<file path="src/rtl/deq_pkg.sv">
`timescale 1ns / 1ps

package deq_pkg;

    // Operation codes carried by one input beat
    typedef enum logic [2:0] {
        FN_PUSH_FRONT = 3'd0,
        FN_PUSH_REAR  = 3'd1,
        FN_POP_FRONT  = 3'd2,
        FN_POP_REAR   = 3'd3,
        FN_PEEK_FRONT = 3'd4,
        FN_PEEK_REAR  = 3'd5
    } t_func;

    typedef enum logic [1:0] {
        ST_OK    = 2'd0,
        ST_EMPTY = 2'd1,
        ST_FULL  = 2'd2
    } t_status;

    // Per-chain command, seen from the end that the chain keeps at cell 0
    typedef struct packed {
        logic push_near;  // shift away from cell 0, load cell 0
        logic push_far;   // load the first free cell
        logic pop_near;   // shift towards cell 0
    } t_chain_ctl;

endpackage

</file>
<file path="src/rtl/deq_cell.sv">
`timescale 1ns / 1ps

module deq_cell #(
    parameter int W     = 8,
    parameter int CNT_W = 5,
    parameter int IDX   = 0
) (
    input  logic                i_clk,
    input  deq_pkg::t_chain_ctl i_ctl,
    input  logic [CNT_W-1:0]    i_count,
    input  logic [W-1:0]        i_push_data,
    input  logic [W-1:0]        i_prev_data,
    input  logic [W-1:0]        i_next_data,
    output logic [W-1:0]        o_data
);

    logic [W-1:0] r_data;
    logic [W-1:0] n_data;

    always_comb begin
        n_data = r_data;
        if (i_ctl.push_near) begin
            n_data = i_prev_data;
        end else if (i_ctl.push_far && (i_count == CNT_W'(IDX))) begin
            n_data = i_push_data;
        end else if (i_ctl.pop_near) begin
            n_data = i_next_data;
        end
    end

    always_ff @(posedge i_clk) begin
        r_data <= n_data;
    end

    assign o_data = r_data;

endmodule

</file>
<file path="src/rtl/deq_chain.sv">
`timescale 1ns / 1ps

module deq_chain #(
    parameter int W     = 8,
    parameter int DEPTH = 16,
    parameter int CNT_W = 5
) (
    input  logic                i_clk,
    input  deq_pkg::t_chain_ctl i_ctl,
    input  logic [CNT_W-1:0]    i_count,
    input  logic [W-1:0]        i_push_data,
    output logic [W-1:0]        o_head_data
);

    logic [W-1:0] w_data [DEPTH];

    for (genvar g = 0; g < DEPTH; g++) begin : g_cell
        logic [W-1:0] w_prev;
        logic [W-1:0] w_next;

        if (g == 0) begin : g_first
            assign w_prev = i_push_data;
        end else begin : g_mid_prev
            assign w_prev = w_data[g-1];
        end

        // Last cell holds on a shift towards cell 0
        if (g == DEPTH - 1) begin : g_last
            assign w_next = w_data[g];
        end else begin : g_mid_next
            assign w_next = w_data[g+1];
        end

        deq_cell #(
            .W     (W),
            .CNT_W (CNT_W),
            .IDX   (g)
        ) u_cell (
            .i_clk       (i_clk),
            .i_ctl       (i_ctl),
            .i_count     (i_count),
            .i_push_data (i_push_data),
            .i_prev_data (w_prev),
            .i_next_data (w_next),
            .o_data      (w_data[g])
        );
    end

    assign o_head_data = w_data[0];

endmodule

</file>
<file path="src/rtl/double_ended_queue.sv">
`timescale 1ns / 1ps
// Channel  Direction  Handshake            Payload
// input    in         i_valid / o_stall    i_func, i_push_data
// output   out        o_valid / i_stall    o_read_data, o_status, o_fill_count, o_is_empty
//
// One beat per cycle while o_stall is low: each accepted operation updates both cell chains
// and the count at the accepting edge, where its result is also loaded into the output register.
// Reset (i_rst_n low at a clock edge) empties the deque and drops a pending result.
// A stalled output result holds; the input stalls only while that result waits.
// Cell contents are not reset; no cell beyond the fill count is ever read.

module double_ended_queue #(
    parameter int DEPTH      = 16,
    parameter int ELEM_WIDTH = 8
) (
    input  logic                          i_clk,
    input  logic                          i_rst_n,
    input  logic                          i_valid,
    output logic                          o_stall,
    input  logic [2:0]                    i_func,
    input  logic [ELEM_WIDTH-1:0]         i_push_data,
    output logic                          o_valid,
    input  logic                          i_stall,
    output logic [ELEM_WIDTH-1:0]         o_read_data,
    output logic [1:0]                    o_status,
    output logic [$clog2(DEPTH+1)-1:0]    o_fill_count,
    output logic                          o_is_empty
);

    localparam int CNT_W = $clog2(DEPTH + 1);

    // The deque is kept twice, in two rows of cells: the front row holds the
    // front element in its cell 0, the rear row holds the rear element in its
    // cell 0. Every operation then reads both ends at fixed cells, and each
    // row only ever shifts by one place or loads the cell at the fill count.

    logic                      w_accept;
    logic                      w_full;
    logic                      w_empty;
    logic [CNT_W-1:0]          r_count;
    logic [CNT_W-1:0]          n_count;
    deq_pkg::t_chain_ctl       w_ctl_front;
    deq_pkg::t_chain_ctl       w_ctl_rear;
    logic [ELEM_WIDTH-1:0]     w_front_head;
    logic [ELEM_WIDTH-1:0]     w_rear_head;
    logic [ELEM_WIDTH-1:0]     w_read_data;
    deq_pkg::t_status          w_status;

    logic                      r_out_valid;
    logic [ELEM_WIDTH-1:0]     r_read_data;
    logic [1:0]                r_status;
    logic [CNT_W-1:0]          r_fill_count;
    logic                      r_is_empty;

    // Hold the input only while a result waits in the output register
    assign o_stall  = r_out_valid & i_stall;
    assign w_accept = i_valid & ~o_stall;

    assign w_full  = (r_count == CNT_W'(DEPTH));
    assign w_empty = (r_count == '0);

    // Decode the operation into row commands, result and next count
    always_comb begin
        w_ctl_front = '0;
        w_ctl_rear  = '0;
        w_read_data = '0;
        w_status    = deq_pkg::ST_OK;
        n_count     = r_count;
        unique case (deq_pkg::t_func'(i_func)) inside
            deq_pkg::FN_PUSH_FRONT: begin
                if (w_full) begin
                    w_status = deq_pkg::ST_FULL;
                end else begin
                    w_ctl_front.push_near = w_accept;
                    w_ctl_rear.push_far   = w_accept;
                    n_count               = r_count + 1'b1;
                end
            end
            deq_pkg::FN_PUSH_REAR: begin
                if (w_full) begin
                    w_status = deq_pkg::ST_FULL;
                end else begin
                    w_ctl_front.push_far = w_accept;
                    w_ctl_rear.push_near = w_accept;
                    n_count              = r_count + 1'b1;
                end
            end
            deq_pkg::FN_POP_FRONT, deq_pkg::FN_PEEK_FRONT: begin
                if (w_empty) begin
                    w_status = deq_pkg::ST_EMPTY;
                end else begin
                    w_read_data = w_front_head;
                    if (deq_pkg::t_func'(i_func) == deq_pkg::FN_POP_FRONT) begin
                        // Front row drops its head; rear row loses its last
                        // element through the count alone
                        w_ctl_front.pop_near = w_accept;
                        n_count              = r_count - 1'b1;
                    end
                end
            end
            deq_pkg::FN_POP_REAR, deq_pkg::FN_PEEK_REAR: begin
                if (w_empty) begin
                    w_status = deq_pkg::ST_EMPTY;
                end else begin
                    w_read_data = w_rear_head;
                    if (deq_pkg::t_func'(i_func) == deq_pkg::FN_POP_REAR) begin
                        w_ctl_rear.pop_near = w_accept;
                        n_count             = r_count - 1'b1;
                    end
                end
            end
            default: begin
                // Unused codes: no operation, plain ok result
            end
        endcase
    end

    always_ff @(posedge i_clk) begin
        if (!i_rst_n) begin
            r_count <= '0;
        end else if (w_accept) begin
            r_count <= n_count;
        end
    end

    deq_chain #(
        .W     (ELEM_WIDTH),
        .DEPTH (DEPTH),
        .CNT_W (CNT_W)
    ) u_front_row (
        .i_clk       (i_clk),
        .i_ctl       (w_ctl_front),
        .i_count     (r_count),
        .i_push_data (i_push_data),
        .o_head_data (w_front_head)
    );

    deq_chain #(
        .W     (ELEM_WIDTH),
        .DEPTH (DEPTH),
        .CNT_W (CNT_W)
    ) u_rear_row (
        .i_clk       (i_clk),
        .i_ctl       (w_ctl_rear),
        .i_count     (r_count),
        .i_push_data (i_push_data),
        .o_head_data (w_rear_head)
    );

    // Output register: load on every accepted beat, drop once taken
    always_ff @(posedge i_clk) begin
        if (!i_rst_n) begin
            r_out_valid <= 1'b0;
        end else if (w_accept) begin
            r_out_valid <= 1'b1;
        end else if (!i_stall) begin
            r_out_valid <= 1'b0;
        end
    end

    always_ff @(posedge i_clk) begin
        if (w_accept) begin
            r_read_data  <= w_read_data;
            r_status     <= w_status;
            r_fill_count <= n_count;
            r_is_empty   <= (n_count == '0);
        end
    end

    assign o_valid      = r_out_valid;
    assign o_read_data  = r_read_data;
    assign o_status     = r_status;
    assign o_fill_count = r_fill_count;
    assign o_is_empty   = r_is_empty;

    // Count never passes the capacity
    a_count_bound: assert property (@(posedge i_clk) disable iff (!i_rst_n)
        r_count <= CNT_W'(DEPTH))
        else $error("fill count above capacity");

    // With one element held, both rows show the same head
    a_single_agree: assert property (@(posedge i_clk) disable iff (!i_rst_n)
        (r_count == CNT_W'(1)) |-> (w_front_head == w_rear_head))
        else $error("front and rear rows disagree on a single element");

    // A push into a full deque is refused and leaves the count at capacity
    a_full_drop: assert property (@(posedge i_clk) disable iff (!i_rst_n)
        (w_accept && w_full && (i_func == deq_pkg::FN_PUSH_FRONT
                                || i_func == deq_pkg::FN_PUSH_REAR))
        |=> (o_status == deq_pkg::ST_FULL) && (o_fill_count == CNT_W'(DEPTH))
            && (r_count == CNT_W'(DEPTH)))
        else $error("push into full deque not dropped");

    // A pop from a non-empty deque takes exactly one element
    a_pop_dec: assert property (@(posedge i_clk) disable iff (!i_rst_n)
        (w_accept && !w_empty && (i_func == deq_pkg::FN_POP_FRONT
                                  || i_func == deq_pkg::FN_POP_REAR))
        |=> (r_count == $past(r_count) - 1'b1))
        else $error("pop did not remove one element");

    // Empty flag agrees with the reported count
    a_empty_flag: assert property (@(posedge i_clk) disable iff (!i_rst_n)
        o_valid |-> (o_is_empty == (o_fill_count == '0)))
        else $error("empty flag disagrees with fill count");

endmodule
</file>
<file path="config.mk">
export PLATFORM = sky130hd
export DESIGN_NAME = double_ended_queue
export DESIGN_NICKNAME = d
export VERILOG_FILES = /design/src/rtl/deq_pkg.sv /design/src/rtl/deq_cell.sv /design/src/rtl/deq_chain.sv /design/src/rtl/double_ended_queue.sv
export SDC_FILE = /design/constraint.sdc
export NUM_CORES = 1
export LEC_CHECK = 0
export ABC_AREA = 1
export CORE_MARGIN = 5
export CORE_UTILIZATION = 61
export CTS_CLUSTER_DIAMETER = 100
export DETAILED_ROUTE_END_ITERATION = 10
export DONT_BUFFER_PORTS = 1
export MAX_ROUTING_LAYER = met4
export PLACE_DENSITY = 0.73
export SETUP_SLACK_MARGIN = 0.15
export SYNTH_ARGS = -nofsm -noshare
export SYNTH_HDL_FRONTEND = slang
export SYNTH_SLANG_ARGS = --single-unit
</file>
<file path="constraint.sdc">
create_clock -name i_clk -period 4.06 [get_ports i_clk]
set_input_delay 0 -clock i_clk [delete_from_list [all_inputs] [get_ports i_clk]]
set_output_delay 0 -clock i_clk [all_outputs]
set_load 0.005 [all_outputs]
</file>
==> results of run 1 <==
==> layout make-up <==
cell class | instances | area [sq um] | share of cell area
Clock buffer | 34 | 787 | 0.0451
Antenna cell | 2 | 5.00 | 0.000287
Sequential cell | 278 | 8290 | 0.475
Multi-Input combinational cell | 1176 | 6270 | 0.359
Inverter | 296 | 1140 | 0.0652
Timing Repair Buffer | 36 | 360 | 0.0206
Clock inverter | 22 | 183 | 0.0105
Tap cell | 335 | 419 | 0.0240
==> flip-flops by register name (all words and copies together), names as in the netlist <==
name                              count
o_fill_count                          5
o_is_empty                            1
o_read_data                           8
o_status                              2
o_valid                               1
r_count                               5
u_front_row.g_cell.u_cell.o_data    128
u_rear_row.g_cell.u_cell.o_data     128
==> cell families (layout without fill, tap and decap cells) <==
family / Yosys count / after routing
and+or+nand+nor: 892 / 892
buffers and inverters: 377 / 388
AOI/OAI and AO/OA: 278 / 278
DFF: 278 / 278
adders and majority gates: 6 / 6
other: 0 / 2
==> cell usage after synthesis (all sizes together) <==
library cell | number | area, sq um
nand2 | 578 | 2230
edfxtp | 272 | 8170
dfxtp | 6 | 120
nor3 | 1 | 16.3
o22ai | 6 | 37.5
nand4 | 4 | 25.0
or2 | 1 | 6.26
buf | 53 | 439
ha | 6 | 75.1
nor2 | 93 | 659
o21ai | 234 | 1510
inv | 290 | 1120
a21oi | 9 | 45.0
a31oi | 28 | 175
a21boi | 1 | 7.51
clkinv | 6 | 22.5
clkbuf | 28 | 109
nand3 | 215 | 1490
==> power groups by stage <==
| stage | logic, mW | registers [mW] | clock network, mW |
|---|---|---|---|
| after floorplan | 0.434 | 3.36 | 0 |
| after global routing | 0.667 | 3.33 | 2.85 |
| after CTS | 0.604 | 3.32 | 2.70 |
| after detailed placement | 0.563 | 3.38 | 0 |
| after global placement | 0.552 | 3.38 | 0 |
| final | 0.618 | 3.32 | 2.68 |
==> worst min-delay path, cell delays in order <==
cell and delay, ns:
sky130_fd_sc_hd__nor2_1 0.05, sky130_fd_sc_hd__nand2_1 0.16, sky130_fd_sc_hd__nand3_1 0.10, sky130_fd_sc_hd__nand2_1 0.15
==> per-layer routing <==
layer / vias to the layer above / wire (um) / global-route usage
li1: 6007 / - / -
met1: 5836 / 18000 / 0.396
met2: 618 / 19000 / 0.420
met3: 83 / 3900 / 0.0439
met4: 0 / 844 / 0.0672
met5: - / 0 / -
==> per-stage QoR <==
stage	utilization	worst slack [ns]	std cells
after detailed placement	0.622	1.13	2100
final	0.668	0.308	2179
after CTS	0.668	0.325	2177
after global routing	0.668	0.172	2179
after global placement	0.622	1.22	2100
after floorplan	-	1.55	1831
==> final timing paths <==
path	endpoint	slack, ns	cells after the start
setup / recovery	o_is_empty$_DFFE_PP_	0.31	15
hold / removal	o_fill_count[1]$_DFFE_PP_	0.03	4
setup reg to reg	o_is_empty$_DFFE_PP_	0.31	15
hold reg to reg	u_front_row.g_cell[11].u_cell.o_data[1]$_DFFE_PP_	0.59	2
==> timing repair <==
| action | CTS | global route |
|---|---|---|
| hold endpoints to repair | 73 | 0 |
| setup endpoints to repair | 0 | 1 |
| hold buffers | 21 | 0 |
| gates resized for setup | 0 | 2 |
==> Implementation_results.wiki, run 1 <==
{| class="wikitable"
! Metric !! Value
|-
| Main combinational cell family by area after synthesis || simple AND/OR/NAND/NOR gates
|-
| Post-synthesis register bit count || 278
|-
| Number of design rule violations left after detail routing || 0
|-
| Startpoint of the worst register-to-register path || r_count[0]$_SDFFE_PN0P_
|-
| Number of buffers created by CTS || 30
|-
| Source of the worst hold timing path || i_func[2]
|-
| Total number of clock tree sinks || 278
|-
| Top-Level Pins || 33
|-
| Data arrival time of the critical path || 4.08 ns
|-
| Unrepaired setup endpoints after global routing || false
|-
| Mux contribution to synthesized area || 0
|-
| Synth Net Count || 1,852
|-
| Worst slew margin relative to its limit || 0.229
|-
| Timing-limited maximum frequency || 0.267 GHz
|-
| Post-route total power || 6.62 mW
|-
| Total non-filler cell area in the finished layout || 0.0175 sq mm
|-
| Sum of routed wire length over all layers || 41,700 um
|-
| Fraction of power spent switching nets || 0.255
|-
| Sequential area share after synthesis || 0.510
|-
| Total standard cell area after synthesis || 0.0162 sq mm
|-
| Proportion of power drawn by the clock network || 0.405
|-
| Die Footprint || 0.0300 sq mm
|-
| Worst Tran Pin Value || 1.15 ns
|-
| Clock tree from TritonCTS || yes
|-
| Number of buffers on the longest clock path || 3
|-
| Fraction of final layout cells with drive strength greater than 1 || 0.169
|-
| Warning count from the yosys run || 0
|-
| Largest vdd supply drop || 0.338 mV
|-
| First drt pass iteration count || 6
|-
| XOR/XNOR Fraction of Synth Area || 0
|-
| Worst slack on hold paths || 0.0314 ns
|-
| Iteration-0 DRC Markers || 1,520
|-
| Status || complete, no violations
|-
| Antenna violations before repair || 3
|-
| Total routing resource utilization after global routing || 0.277
|-
| Horizontal extent of the die || 173 um
|-
| Required time worst endpoint || 4.39 ns
|-
| Endpoints failing hold || 0
|-
| Number of vias per cell || 5.76
|-
| Buffers inserted during post-CTS setup optimization || 0
|-
| Wire length of the first global-routing pass || 64,500 um
|-
| Compound-gate portion of the synthesized area || 0.109
|-
| Most frequent cells in the layout || sky130_fd_sc_hd__nand2_1 (563), sky130_fd_sc_hd__edfxtp_1 (272), sky130_fd_sc_hd__inv_1 (257)
|-
| Detailed placer's ending HPWL || 28,500 um
|-
| Post-synthesis cell type count || 35
|-
| Cell count after synthesis || 1,831
|-
| Lkg Pwr || 7.99 nW
|-
| Max H-tree Level || 1
|-
| Combinational cell fraction of total power || 0.093
|-
| Share of synthesized cell area in and, or, nand and nor gates || 0.272
|-
| Final setup violating endpoints || 0
|-
| Accumulated negative setup slack || 0 ns
|-
| Final-report max-slew violation count || 0
|-
| Initial standard-cell utilization of the core || 0.622
|-
| Min cycle time layout || 3.75 ns
|-
| Buffer and inverter count on the worst path || 6
|-
| Pwr dens || 379 mW/mm^2
|-
| Type of the most critical hold path || input port to register
|-
| Clock network latency to the later pin of the worst-skew pair || 0.57 ns
|-
| Pint || 4.93 mW
|-
| Kind of start point of the critical path || register
|-
| Type of element capturing the critical path || register
|-
| Overflow left after global routing || 0
|-
| Mean routed wirelength per cell || 19.1 um
|-
| FILL cells || 2,163
|-
| Final clock period utilization by the worst path || 0.924
|-
| Source of the critical timing path || r_count[0]$_SDFFE_PN0P_
|-
| Sequential share of power || 0.502
|-
| Overall via count from detail_route || 12,500
|-
| Number of placement rows || 59
|-
| Leading cell type in the layout, fill and taps excluded || sky130_fd_sc_hd__nand2_1
|-
| Total of buffers placed on input and output ports || 0
|-
| Critical-path cell list || inv_1, ha_1, inv_1, nor2_1, nand2_1, nand2_1, nor2_1, nand3_1, dlygate4sd3_1, nand3_1, dlygate4sd3_1, nand2_1, dlygate4sd3_1, inv_1, nor2_1
|-
| Largest delay share family, worst path || buffers and inverters
|-
| Average cell area after synthesis || 8.87 sq um
|-
| Net Sw Power || 1.69 mW
|-
| Synthesized-area fraction occupied by adder cells || 0.00462
|-
| Area of the core || 0.0261 sq mm
|-
| Overall die height || 173 um
|-
| Weighted congestion reported at the end of routability-driven placement || 0.961
|-
| Clock slew at reported path FFs || 0.07 ns
|-
| DRT antenna net count || 0
|-
| Post-Route Skew || 0.0240 ns
|-
| Critical Setup Path Class || register to register
|-
| Net count of the finished layout || 1,839
|-
| Slowest stage delay, CP || 0.59 ns
|-
| Highest-delay cell along the critical path || sky130_fd_sc_hd__dlygate4sd3_1
|-
| Worst-path fanout max || 7
|-
| Clock root buffer master || sky130_fd_sc_hd__clkbuf_16
|-
| Post-Place Cell Area || 0.0163 sq mm
|-
| Area growth from synthesis to final layout || 7.44%
|-
| Largest net degree at the start of global routing || 161
|-
| Reported max-cap violation count || 0
|-
| Number of global-route vias before repair || 11,500
|}
Note: power is estimated with default switching activity, not from simulation.
==> inputs of run 2 (changes only) <==
--- a/config.mk
+++ b/config.mk
@@ -6,14 +6,17 @@
 export NUM_CORES = 1
 export LEC_CHECK = 0
 export ABC_AREA = 1
+export CELL_PAD_IN_SITES_DETAIL_PLACEMENT = 1
+export CELL_PAD_IN_SITES_GLOBAL_PLACEMENT = 1
 export CORE_MARGIN = 5
-export CORE_UTILIZATION = 61
+export CORE_UTILIZATION = 54
 export CTS_CLUSTER_DIAMETER = 100
 export DETAILED_ROUTE_END_ITERATION = 10
 export DONT_BUFFER_PORTS = 1
 export MAX_ROUTING_LAYER = met4
-export PLACE_DENSITY = 0.73
+export PLACE_DENSITY_LB_ADDON = 0.05
 export SETUP_SLACK_MARGIN = 0.15
+export SKIP_CTS_REPAIR_TIMING = 1
 export SYNTH_ARGS = -nofsm -noshare
 export SYNTH_HDL_FRONTEND = slang
 export SYNTH_SLANG_ARGS = --single-unit
==> run 2 against run 1 <==
Against the previous run: the flow now finishes with violations (negative hold slack); sequential share of layout area barely moved; largest cell class unchanged; clock power barely moved; hold slack got worse by 0.067 ns; largest power group unchanged; setup slack improved by 0.43 ns; non-clock buffer count fell by 3; global-route usage fell by 0.30 points; cell count rose by 2.5%; maximum frequency rose by 13%; clock-buffer cell count rose by 9; power fell by 0.39%; sequential power barely moved.
==> Implementation_results.wiki, run 2 (synthesized netlist as in run 1, its figures left out) <==
{| class="wikitable"
! Metric !! Value
|-
| Area growth from synthesis to final layout || 7.43% (about the same)
|-
| Highest-delay cell along the critical path || sky130_fd_sc_hd__dlygate4sd3_1
|-
| Clock slew at reported path FFs || 0.06 ns (about the same)
|-
| Overall via count from detail_route || 12,500 (-0.47%)
|-
| Accumulated negative setup slack || 0 ns (unchanged)
|-
| Type of element capturing the critical path || register
|-
| Number of design rule violations left after detail routing || 0 (unchanged)
|-
| Largest vdd supply drop || 0.324 mV (-4.1%)
|-
| Iteration-0 DRC Markers || 1,218 (-20%)
|-
| Wire length of the first global-routing pass || 71,100 um (+10%)
|-
| Data arrival time of the critical path || 3.65 ns (-0.43 ns)
|-
| Largest delay share family, worst path || buffers and inverters
|-
| Final clock period utilization by the worst path || 0.817 (-0.107)
|-
| Kind of start point of the critical path || register
|-
| Buffer and inverter count on the worst path || 5 (-1)
|-
| Slowest stage delay, CP || 0.57 ns (-0.02 ns)
|-
| Sequential share of power || 0.504 (+0.002)
|-
| Number of buffers created by CTS || 31 (+3.3%)
|-
| Worst Tran Pin Value || 1.29 ns (+0.136 ns)
|-
| Final setup violating endpoints || 0 (unchanged)
|-
| Pint || 4.91 mW (-0.36%)
|-
| Required time worst endpoint || 4.39 ns (about the same)
|-
| Horizontal extent of the die || 183 um (+5.9%)
|-
| Worst slack on hold paths || -0.0355 ns (-0.0670 ns)
|-
| Lkg Pwr || 7.95 nW (-0.48%)
|-
| Largest net degree at the start of global routing || 146 (-9.3%)
|-
| Leading cell type in the layout, fill and taps excluded || sky130_fd_sc_hd__nand2_1
|-
| Antenna violations before repair || 1 (-2)
|-
| Number of placement rows || 63 (+6.8%)
|-
| Most frequent cells in the layout || sky130_fd_sc_hd__nand2_1 (563), sky130_fd_sc_hd__edfxtp_1 (272), sky130_fd_sc_hd__inv_1 (257)
|-
| Clock root buffer master || sky130_fd_sc_hd__clkbuf_16
|-
| Fraction of final layout cells with drive strength greater than 1 || 0.164 (-0.00525)
|-
| Min cycle time layout || 3.32 ns (-0.433 ns)
|-
| Reported max-cap violation count || 0 (unchanged)
|-
| Number of global-route vias before repair || 12,700 (+11%)
|-
| Worst-path fanout max || 7 (unchanged)
|-
| Detailed placer's ending HPWL || 31,100 um (+9.0%)
|-
| Net Sw Power || 1.68 mW (-0.48%)
|-
| Top-Level Pins || 33 (unchanged)
|-
| CP Depth || 14 (-1)
|-
| Endpoints failing hold || 2 (+2)
|-
| Worst r2r path cells || 14 (-1)
|-
| Type of the most critical hold path || input port to register
|-
| First drt pass iteration count || 5 (-1)
|-
| Final-report max-slew violation count || 0 (unchanged)
|-
| Post-Route Skew || 0.0210 ns (-0.00295 ns)
|-
| Overflow left after global routing || 0 (unchanged)
|-
| Net count of the finished layout || 1,837 (-0.11%)
|-
| Total non-filler cell area in the finished layout || 0.0174 sq mm (about the same)
|-
| Fraction of power spent switching nets || 0.255 (about the same)
|-
| Critical Setup Path Class || register to register
|-
| Total of buffers placed on input and output ports || 0 (unchanged)
|-
| DRT antenna net count || 0 (unchanged)
|-
| Number of buffers on the longest clock path || 3 (unchanged)
|-
| Clock network latency to the later pin of the worst-skew pair || 0.59 ns (+0.02 ns)
|-
| Critical-path cell list || inv_1, ha_1, inv_1, nor2_1, nand2_1, nand2_1, nor2_1, nand3_1, dlygate4sd3_1, nand3_1, dlygate4sd3_1, nand2_1, inv_1, nor2_1
|-
| Worst slew margin relative to its limit || 0.142 (-0.0869)
|-
| Overall die height || 183 um (+5.9%)
|-
| Timing-limited maximum frequency || 0.301 GHz (+13%)
|-
| Initial standard-cell utilization of the core || 0.548 (-0.0735)
|-
| Area of the core || 0.0296 sq mm (+13%)
|-
| Post-Place Cell Area || 0.0163 sq mm (+0.25%)
|-
| Cells on Worst Hold Path || 5 (+1)
|-
| Mean routed wirelength per cell || 20.6 um (+7.9%)
|-
| Violated checks || negative hold slack
|-
| Proportion of power drawn by the clock network || 0.403 (-0.002)
|-
| Die Footprint || 0.0336 sq mm (+12%)
|-
| Status || finished with violations
|-
| Combinational cell fraction of total power || 0.093 (about the same)
|-
| Pwr dens || 378 mW/mm^2 (-0.38%)
|-
| Sum of routed wire length over all layers || 46,100 um (+11%)
|-
| Clock tree from TritonCTS || yes
|-
| Number of vias per cell || 5.59 (-2.9%)
|-
| Max H-tree Level || 1 (unchanged)
|-
| Unrepaired setup endpoints after global routing || false
|-
| Total routing resource utilization after global routing || 0.274 (-0.00301)
|-
| Total number of clock tree sinks || 278 (unchanged)
|-
| Weighted congestion reported at the end of routability-driven placement || 0.862 (-10%)
|}
-- run 2: cell types whose count changed in the layout (fill, tap and decap cells not counted), sizes merged --
cell	delta
dlygate4sd3	-1
bufinv	-1
inv	-5
clkbuf	+9
clkinv	-2
diode	+1
buf	-2
-- run 2: path summary, 6_finish.rpt --
check | slack [ns] | end | start
min | -0.04 | r_count[0]$_SDFFE_PN0P_ | i_func[2]
max reg2reg | 0.74 | o_is_empty$_DFFE_PP_ | r_count[0]$_SDFFE_PN0P_
max | 0.74 | o_is_empty$_DFFE_PP_ | r_count[0]$_SDFFE_PN0P_
min reg2reg | 0.59 | u_front_row.g_cell[5].u_cell.o_data[1]$_DFFE_PP_ | u_front_row.g_cell[4].u_cell.o_data[1]$_DFFE_PP_
-- run 2: tightest hold or removal path: stages --
cell and delay (ns):
sky130_fd_sc_hd__nor2_1 0.04, sky130_fd_sc_hd__nand2_1 0.16, sky130_fd_sc_hd__nand3_1 0.12, sky130_fd_sc_hd__nand2_1 0.10, sky130_fd_sc_hd__a21oi_1 0.07
-- run 2: area by class of cell --
type / instances / area, sq um
diodes: 3 / 7.51
clock buffers: 43 / 861
clock inverters: 14 / 75.1
fillers: 3493 / 12200
inverters: 296 / 1140
multi-input cells: 1176 / 6270
flip-flops and latches: 278 / 8290
well taps: 390 / 488
repair buffers: 33 / 323
-- run 2: per-layer routing --
layer	track usage	part of all wire	vias up
met4	0.0593	0.022	0
li1	-	-	5978
met5	-	0	-
met1	0.373	0.44	6140
met3	0.0285	0.057	69
met2	0.449	0.48	298
-- run 2: power by group through the flow --
stage          clock [mW]  combinational [mW]  sequential, mW
2_1_floorplan           0               0.434            3.36
3_3_place_gp            0               0.550            3.38
3_5_place_dp            0               0.570            3.38
4_1_cts              2.68               0.575            3.32
5_1_grt              2.81               0.676            3.33
6_report             2.65               0.615            3.32
-- run 2: per-stage QoR --
step | power [mW] | setup slack, ns | utilization | std cells
4_1_cts | 6.57 | 0.900 | 0.582 | 2210
6_report | 6.59 | 0.741 | 0.589 | 2233
5_1_grt | 6.82 | 0.481 | 0.588 | 2230
2_1_floorplan | 3.80 | 1.55 | - | 1831
3_3_place_gp | 3.93 | 1.03 | 0.550 | 2153
3_5_place_dp | 3.95 | 0.917 | 0.550 | 2153
